===== src/rtl/core/magstripe_track_field_parser_assert.svh =====
// ============================================================================
// magstripe track field parser assertion macros
// clocked assertion helpers used by the top-level parser rtl file
// ============================================================================
`ifndef MAGSTRIPE_TRACK_FIELD_PARSER_ASSERT_SVH
`define MAGSTRIPE_TRACK_FIELD_PARSER_ASSERT_SVH

`ifndef SYNTHESIS

// property that must hold at every clock outside reset
`define MSTP_ASSERT_ALWAYS(lbl, expr) \
    lbl: assert property (@(posedge i_clk) disable iff (!i_rst_n) (expr)) \
        else $error("assertion failed");

// same-cycle implication outside reset
`define MSTP_ASSERT_IMPLY(lbl, cond, expr) \
    lbl: assert property (@(posedge i_clk) disable iff (!i_rst_n) (cond) |-> (expr)) \
        else $error("assertion failed");

`else

`define MSTP_ASSERT_ALWAYS(lbl, expr)
`define MSTP_ASSERT_IMPLY(lbl, cond, expr)

`endif

`endif


===== src/rtl/core/mstp_pkg.sv =====
// ============================================================================
// mstp_pkg
// shared types and constants of the magstripe track field parser
// ============================================================================
package mstp_pkg;

    // field limits
    localparam logic [4:0] MAX_PAN  = 5'd19;
    localparam logic [4:0] MAX_NAME = 5'd26;

    // separator and filler characters
    localparam logic [7:0] CH_D     = 8'h44;
    localparam logic [7:0] CH_EQ    = 8'h3D;
    localparam logic [7:0] CH_GT    = 8'h3E;
    localparam logic [7:0] CH_CARET = 8'h5E;
    localparam logic [7:0] CH_B     = 8'h42;

    // result queue depth
    localparam int QDEPTH = 4;

    typedef enum logic [1:0] {
        KIND_PAN        = 2'd0,
        KIND_NAME       = 2'd1,
        KIND_COMPLETE   = 2'd2,
        KIND_INCOMPLETE = 2'd3
    } t_kind;

    typedef struct packed {
        t_kind        kind;
        logic [7:0]   out_char;
        logic [4:0]   position;
        logic [4:0]   pan_length;
        logic [15:0]  expiry_packed;
        logic [23:0]  service_code;
        logic         is_last;
    } t_result;

    // results produced by one item, zero to two of them
    typedef struct packed {
        logic [1:0] num;
        t_result    res0;
        t_result    res1;
    } t_push;

endpackage


===== src/rtl/core/mstp_parser.sv =====
// ============================================================================
// mstp_parser
// per-character field state and result generation for one track
// ============================================================================
module mstp_parser
    import mstp_pkg::*;
(
    input  logic        i_clk,
    input  logic        i_rst_n,
    input  logic        i_fmt,
    input  logic        i_accept,
    input  logic [7:0]  i_char,
    input  logic        i_eot,
    output t_push       o_push
);

    typedef enum logic [2:0] {
        PH_PAN     = 3'd0,
        PH_NAME    = 3'd1,
        PH_EXPIRY  = 3'd2,
        PH_SERVICE = 3'd3,
        PH_DONE    = 3'd4
    } t_phase;

    t_phase       r_phase, n_phase;
    logic [4:0]   r_pan_cnt, n_pan_cnt;
    logic [4:0]   r_name_cnt, n_name_cnt;
    logic [1:0]   r_sub, n_sub;
    logic [15:0]  r_exp, n_exp;
    logic [23:0]  r_svc, n_svc;

    logic         v0;
    logic         v1;
    logic         pan_sep;
    t_result      e0;
    t_result      e1;
    t_push        push;

    // hex nibble of an expiry character
    function automatic logic [3:0] nibble_of(input logic [7:0] c);
        logic [3:0] nib;
        nib = c[3:0];
        if (c >= 8'h30 && c <= 8'h39) begin
            nib = c[3:0];
        end else if ((c >= 8'h41 && c <= 8'h46) || (c >= 8'h61 && c <= 8'h66)) begin
            nib = c[3:0] + 4'd9;
        end
        return nib;
    endfunction

    // separator set of the pan field follows the format register
    assign pan_sep = i_fmt ? (i_char == CH_CARET || i_char == CH_GT)
                           : (i_char == CH_D || i_char == CH_EQ || i_char == CH_GT);

    // next state and results of the current character
    always_comb begin
        n_phase    = r_phase;
        n_pan_cnt  = r_pan_cnt;
        n_name_cnt = r_name_cnt;
        n_sub      = r_sub;
        n_exp      = r_exp;
        n_svc      = r_svc;
        v0         = 1'b0;
        v1         = 1'b0;
        e0         = '0;
        e1         = '0;

        unique case (r_phase)
            PH_PAN: begin
                if (pan_sep) begin
                    n_phase = i_fmt ? PH_NAME : PH_EXPIRY;
                    n_sub   = 2'd0;
                end else if (!(i_fmt && i_char == CH_B) && r_pan_cnt < MAX_PAN) begin
                    v0          = 1'b1;
                    e0.kind     = KIND_PAN;
                    e0.out_char = i_char;
                    e0.position = r_pan_cnt;
                    n_pan_cnt   = r_pan_cnt + 5'd1;
                end
            end
            PH_NAME: begin
                if (i_char == CH_CARET || i_char == CH_GT) begin
                    n_phase = PH_EXPIRY;
                    n_sub   = 2'd0;
                end else if (r_name_cnt < MAX_NAME) begin
                    v0          = 1'b1;
                    e0.kind     = KIND_NAME;
                    e0.out_char = i_char;
                    e0.position = r_name_cnt;
                    n_name_cnt  = r_name_cnt + 5'd1;
                end
            end
            PH_EXPIRY: begin
                n_exp = {r_exp[11:0], nibble_of(i_char)};
                n_sub = r_sub + 2'd1;
                if (r_sub == 2'd3) begin
                    n_phase = PH_SERVICE;
                end
            end
            PH_SERVICE: begin
                n_svc = {r_svc[15:0], i_char};
                n_sub = r_sub + 2'd1;
                if (r_sub == 2'd2) begin
                    n_sub            = 2'd0;
                    n_phase          = PH_DONE;
                    v0               = 1'b1;
                    e0.kind          = KIND_COMPLETE;
                    e0.pan_length    = r_pan_cnt;
                    e0.expiry_packed = r_exp;
                    e0.service_code  = n_svc;
                end
            end
            PH_DONE: begin
            end
            default: begin
            end
        endcase

        // end of track: incomplete summary unless complete, then back to the start
        if (i_eot) begin
            if (n_phase != PH_DONE) begin
                v1               = 1'b1;
                e1.kind          = KIND_INCOMPLETE;
                e1.pan_length    = n_pan_cnt;
                e1.expiry_packed = n_exp;
                e1.service_code  = n_svc;
            end
            n_phase    = PH_PAN;
            n_pan_cnt  = '0;
            n_name_cnt = '0;
            n_sub      = '0;
            n_exp      = '0;
            n_svc      = '0;
        end
    end

    // pack the results in order and mark the last one
    always_comb begin
        push = '0;
        if (i_accept) begin
            push.num = {1'b0, v0} + {1'b0, v1};
            if (v0) begin
                push.res0         = e0;
                push.res0.is_last = !v1;
                push.res1         = e1;
                push.res1.is_last = 1'b1;
            end else begin
                push.res0         = e1;
                push.res0.is_last = 1'b1;
            end
        end
    end

    assign o_push = push;

    // field state, cleared at reset and after each track
    always_ff @(posedge i_clk) begin
        if (!i_rst_n) begin
            r_phase    <= PH_PAN;
            r_pan_cnt  <= '0;
            r_name_cnt <= '0;
            r_sub      <= '0;
            r_exp      <= '0;
            r_svc      <= '0;
        end else if (i_accept) begin
            r_phase    <= n_phase;
            r_pan_cnt  <= n_pan_cnt;
            r_name_cnt <= n_name_cnt;
            r_sub      <= n_sub;
            r_exp      <= n_exp;
            r_svc      <= n_svc;
        end
    end

endmodule


===== src/rtl/core/magstripe_track_field_parser.sv =====
// ============================================================================
// magstripe_track_field_parser
// splits a magnetic-stripe track into pan, name, expiry and service fields
// ============================================================================
// usage:
//   s_axis carries one track character per item in tdata[7:0]; tlast marks
//   the final character of a track. m_axis carries results: tuser holds the
//   kind (pan char, name char, record complete, record incomplete), tdata the
//   payload, and tlast flags the last result caused by one input item.
//   The apb port holds one register at address 0: bit 0 selects the track 1
//   layout. The user must write it only while the block is idle; the block
//   does not enforce this. A character is parsed in the cycle it is accepted
//   and its results sit in a four-entry result queue, so the first result
//   shows on m_axis in the cycle after acceptance. One item is taken per cycle
//   while the queue has room for two results; output drains one result per
//   cycle while the receiver is ready. When it stalls, results wait in the
//   queue and s_axis_tready drops once three or more are held. Reset clears
//   the field state, the queue and the format register (track 2 layout).
// ============================================================================
module magstripe_track_field_parser
    import mstp_pkg::*;
(
    input  logic        i_clk,
    input  logic        i_rst_n,
    // input stream
    input  logic        s_axis_tvalid,
    output logic        s_axis_tready,
    input  logic [7:0]  s_axis_tdata,   // [7:0] track_char
    input  logic        s_axis_tlast,   // end_of_track
    // result stream
    output logic        m_axis_tvalid,
    input  logic        m_axis_tready,
    // [7:0] out_char, [12:8] position, [17:13] pan_length,
    // [33:18] expiry_packed, [57:34] service_code, [63:58] zero
    output logic [63:0] m_axis_tdata,
    output logic [1:0]  m_axis_tuser,   // [1:0] kind
    output logic        m_axis_tlast,   // is_last
    // configuration
    input  logic        psel,
    input  logic        penable,
    input  logic        pwrite,
    input  logic [2:0]  paddr,
    input  logic [31:0] pwdata,
    output logic [31:0] prdata,
    output logic        pready
);

    `include "magstripe_track_field_parser_assert.svh"

    localparam int PW = $clog2(QDEPTH);

    logic               r_fmt;
    t_result            r_q [QDEPTH];
    logic [PW-1:0]      r_wr, r_rd;
    logic [PW:0]        r_count, n_count;
    logic               accept;
    logic               pop;
    t_push              push;
    t_result            head;

    // configuration register
    assign pready = 1'b1;
    assign prdata = (paddr[2] == 1'b0) ? {31'd0, r_fmt} : 32'd0;

    always_ff @(posedge i_clk) begin
        if (!i_rst_n) begin
            r_fmt <= 1'b0;
        end else if (psel && penable && pwrite && pready && paddr[2] == 1'b0) begin
            r_fmt <= pwdata[0];
        end
    end

    // take an item while two result slots are free
    assign s_axis_tready = (r_count <= (PW+1)'(QDEPTH - 2));
    assign accept        = s_axis_tvalid && s_axis_tready;

    mstp_parser u_parser (
        .i_clk    (i_clk),
        .i_rst_n  (i_rst_n),
        .i_fmt    (r_fmt),
        .i_accept (accept),
        .i_char   (s_axis_tdata),
        .i_eot    (s_axis_tlast),
        .o_push   (push)
    );

    // result queue output side
    assign head          = r_q[r_rd];
    assign m_axis_tvalid = (r_count != '0);
    assign pop           = m_axis_tvalid && m_axis_tready;
    assign m_axis_tuser  = head.kind;
    assign m_axis_tlast  = head.is_last;
    assign m_axis_tdata  = {6'd0, head.service_code, head.expiry_packed,
                            head.pan_length, head.position, head.out_char};

    assign n_count = r_count + (PW+1)'(push.num) - (PW+1)'(pop);

    // queue pointers and count
    always_ff @(posedge i_clk) begin
        if (!i_rst_n) begin
            r_wr    <= '0;
            r_rd    <= '0;
            r_count <= '0;
        end else begin
            r_wr    <= r_wr + PW'(push.num);
            r_rd    <= r_rd + PW'(pop);
            r_count <= n_count;
        end
    end

    // queue storage
    always_ff @(posedge i_clk) begin
        if (push.num != 2'd0) begin
            r_q[r_wr] <= push.res0;
        end
        if (push.num == 2'd2) begin
            r_q[r_wr + PW'(1)] <= push.res1;
        end
    end

    // checks
    `MSTP_ASSERT_ALWAYS(a_queue_bound, r_count <= (PW+1)'(QDEPTH))
    `MSTP_ASSERT_IMPLY(a_second_is_incomplete, push.num == 2'd2,
                       push.res1.kind == KIND_INCOMPLETE && !push.res0.is_last)
    `MSTP_ASSERT_IMPLY(a_push_only_on_accept, push.num != 2'd0, accept)

endmodule


===== config.mk =====
export PLATFORM = sky130hd
export DESIGN_NAME = magstripe_track_field_parser
export DESIGN_NICKNAME = d
export VERILOG_FILES = /design/src/rtl/core/mstp_pkg.sv /design/src/rtl/core/mstp_parser.sv /design/src/rtl/core/magstripe_track_field_parser.sv
export VERILOG_INCLUDE_DIRS = /design/src /design/src/rtl/core
export SDC_FILE = /design/constraint.sdc
export NUM_CORES = 1
export LEC_CHECK = 0
export ABC_AREA = 1
export BUFFER_PORTS_ARGS = -buffer_cell sky130_fd_sc_hd__buf_2
export CAP_MARGIN = 40
export CORE_ASPECT_RATIO = 0.9
export CORE_MARGIN = 2
export CORE_UTILIZATION = 55
export CTS_CLUSTER_SIZE = 8
export DETAILED_ROUTE_END_ITERATION = 7
export PLACE_DENSITY = 0.77
export SYNTH_ARGS = -nofsm -noshare
export SYNTH_HDL_FRONTEND = slang
export SYNTH_SLANG_ARGS = --single-unit

===== constraint.sdc =====
create_clock -name i_clk -period 3.85 [get_ports i_clk]
set_clock_uncertainty 0.05 [all_clocks]
set_input_delay 0.1925 -clock i_clk [delete_from_list [all_inputs] [get_ports i_clk]]
set_output_delay 0.1925 -clock i_clk [all_outputs]
set_load 0.05 [all_outputs]

==> impl_metrics.ini <==
[run_status]
outcome = finished, final reports clean

[setup_path]
critPathMostFrequentCell = inv_1
crit_cells = 19
r2r_start = u_parser.r_phase[1]$_SDFFE_PN0P_
cp-end-kind = flip-flop
crit_chain = inv_1 -> nand2_1 -> clkinv_2 -> nand3_1 -> nand3_1 -> nor2_1 -> nand3_4 -> nand2_1 -> inv_1 -> ha_1 -> inv_1 -> nor2_2 -> inv_1 -> ha_1 -> inv_1 -> ha_1 -> fa_1 -> o21ai_0 -> a21oi_1
reg2reg_depth = 19
cp_max_fo = 8
cp-start-kind = flip-flop
cp_num_buf_inv = 6
critPathSlowestCell = dfxtp_1
reg2reg_to = r_count[2]$_SDFF_PN0_
r2r_slack_ps = 460
worstSetupPathType = reg -> reg
crit_arrival_ps = 3750
max_stage_delay_ps = 460
path_delay_family = adder cells
cp_data_required_time_ps = 4210

[yosys]
synth-simple-area-share = 0.321
synthMuxAreaShare = 0
synth_top_area_cell = edfxtp_1
ys_seq_area_frac = 0.453
ys.warnings.count = 0
synth-compound-area-share = 0.132
synth.area.top_cells = edfxtp_1 (32%), dfxtp_1 (13%), nand2_1 (12%), nand3_1 (7.7%), o21ai_0 (5.4%)
syn_area_mm2 = 0.0178
synth_fa_ha_area_frac = 0.0138
synth_top_family_by_area = simple AND/OR/NAND/NOR gates
yosysUniqueCellTypes = 45
ys_seq_elements = 307
synth_common_cells = nand2_1 (570), nand3_1 (276), o21ai_0 (193), edfxtp_1 (192), nor2_1 (154)
synth-xor-area-share = 0.00197
synthFlopType = edfxtp_1
yosysTopAreaCellShare = 0.323
async_reset_ff_frac = 0
syn_avg_cell_area_um2 = 8.19
yosysMostFrequentCell = nand2_1
synth_edf_count = 192
postSynthCellCount = 2176

[detailed_routing]
drt-total-wl_um = 50400
viasPerCell = 5.97
ant_nets = 0
drtIter0Drc = 1548
drc = 0
first_pass_iters = 6
routedWlPerCell_um = 19.0
vias = 15900

[finish]
regArea_mm2 = 0.00807
drive_above_1_share = 0.176
antenna_cells = 0
final_nets = 2285
multi_input_area_mm2 = 0.00852
syn2layout_area_growth_pct = 11.3
nFillCells = 2683
utilization = 0.622
final_cells = 2661

[placement]
portBuffers = 81
dp_hpwl_um = 29700
dp.cells = 2582
routabilityCongestion = 0.874

[timing]
rsz0062_at_grt = no
fin_crit_sh = 0.880
fmax_ghz = 0.295
hold_viol_final = 0
setup_viol = 0
relSlewSlack = 0.428
layout_min_cycle_time_ps = 3390
drv_slew = 0
worst_pin_slew_ps = 858
tns_ps = 0

[grt]
track_usage = 0.294
overflow = 0
antenna_found_initial = 0
grt_max_degree = 124
grt_pass1_vias = 15400
grt_pass1_wl_um = 79800

[clock_tree]
path_clk_slew_ps = 50
htreeDepth = 2
cts_tree = built
post-cts-setup-buffers = 0
cts_buffers = 44
cts_buffer_depth = 3
clock_latency_ps = 530
cts_num_sinks = 307
cts_resized = 0
ctsHoldBuffers = 3
cts_root_buffer = clkbuf_16

[floorplan]
chipHeight_um = 175
fp-row-count = 62
start_util = 0.559
die_area_mm2 = 0.0339
pin_count = 153
core_mm2 = 0.0319
fp.dieW_um = 194

[pwr]
power_density_mw_per_mm2 = 589
power_leakage_nw = 7.59
vdd_drop_max_uv = 668

[worst_hold_path]
hold_class = in -> reg
holdPathStages = 3
hold_start = s_axis_tdata[7]
hold_path_end = r_q[3][58]$_SDFFE_PP0N_

[flow_run]
maxCapViolCount = 0
==> flip-flops by register name, summed over array words and instances, names as in the netlist <==
| name | count |
|---|---|
| u_parser.r_phase | 3 |
| u_parser.r_name_cnt | 5 |
| r_q | 244 |
| r_rd | 2 |
| u_parser.r_sub | 2 |
| r_count | 3 |
| u_parser.r_svc | 24 |
| u_parser.r_exp | 16 |
| r_wr | 2 |
| u_parser.r_pan_cnt | 5 |
| r_fmt | 1 |
==> worst max-delay path by stage <==
stage,to,from,slack [ps]
2_1_floorplan,r_q[1][0]$_DFFE_PP_,s_axis_tdata[0],100
3_3_place_gp,r_count[2]$_SDFF_PN0_,s_axis_tdata[0],340
3_5_place_dp,r_count[2]$_SDFF_PN0_,s_axis_tdata[0],250
4_1_cts,r_count[2]$_SDFF_PN0_,u_parser.r_phase[1]$_SDFFE_PN0P_,460
5_1_grt,r_count[2]$_SDFF_PN0_,u_parser.r_phase[1]$_SDFFE_PN0P_,130
6_report,r_count[2]$_SDFF_PN0_,u_parser.r_phase[1]$_SDFFE_PN0P_,460
==> where the power goes <==
part | internal, W | total (W) | leakage [nW] | switching [W]
registers | 0.00387 | 0.00404 | 2.87 | 0.000163
logic | 0.000876 | 0.00409 | 4.13 | 0.00321
clock network | 0.00216 | 0.00356 | 0.590 | 0.00140
==> tightest hold or removal path: stages <==
cell and delay (ps):
buf_2 120, nand3_1 160, o21ai_1 70
==> cell families (layout without fill, tap and decap cells) <==
kind of cell / Yosys count / after routing
xor gates and xnor gates: 4 / 4
AOI/OAI and AO/OA: 413 / 413
other: 2 / 38
adders and majority gates: 19 / 19
DFF: 307 / 307
and+or+nand+nor: 1151 / 1151
buffers and inverters: 280 / 313
==> stage by stage <==
step,cell area [µm²],total power [W],hold WS (ps),worst slack [ps]
after floorplan,18000,0.00709,306,99.7
after global placement,18500,0.00808,402,338
after detailed placement,18600,0.00816,406,253
after CTS,19800,0.0117,6.47,458
after global routing,19800,0.0121,42.2,132
final,19800,0.0117,17.7,464
==> layout make-up <==
class | count | share of cell area
Clock buffer | 75 | 0.0625
Clock inverter | 1 | 0.000379
Inverter | 99 | 0.0191
Multi-Input combinational cell | 1625 | 0.430
Sequential cell | 307 | 0.407
Tap cell | 416 | 0.0262
Timing Repair Buffer | 138 | 0.0553
==> cells in the final DEF, fill, tap and decap left out, drive strengths merged <==
cell type	Yosys	routed
clkinv	3	4
nand2	613	613
xor2	3	3
ha	18	18
fa	1	1
buf	104	135
o22ai	70	70
clkbuf	77	75
nand4	6	6
or2	1	1
edfxtp	192	192
o211ai	2	2
a31oi	1	1
clkinvlp	0	1
inv	96	95
xnor2	1	1
conb	2	38
dfxtp	115	115
dlygate4sd3	0	3
o311a	1	1
a32o	1	1
a21oi	103	103
nor3	7	7
nor3b	1	1
a21boi	1	1
nand3	313	313
nor2	210	210
o21ai	234	234
==> layer usage <==
| layer | vias up | part of all wire | global-route usage |
|---|---|---|---|
| met5 | - | 0 | 0 |
| li1 | 7407 | - | - |
| met1 | 7442 | 0.39 | 0.369 |
| met3 | 174 | 0.091 | 0.0469 |
| met2 | 856 | 0.48 | 0.494 |
| met4 | 0 | 0.039 | 0.149 |
Power figures use the tool's default switching activity.
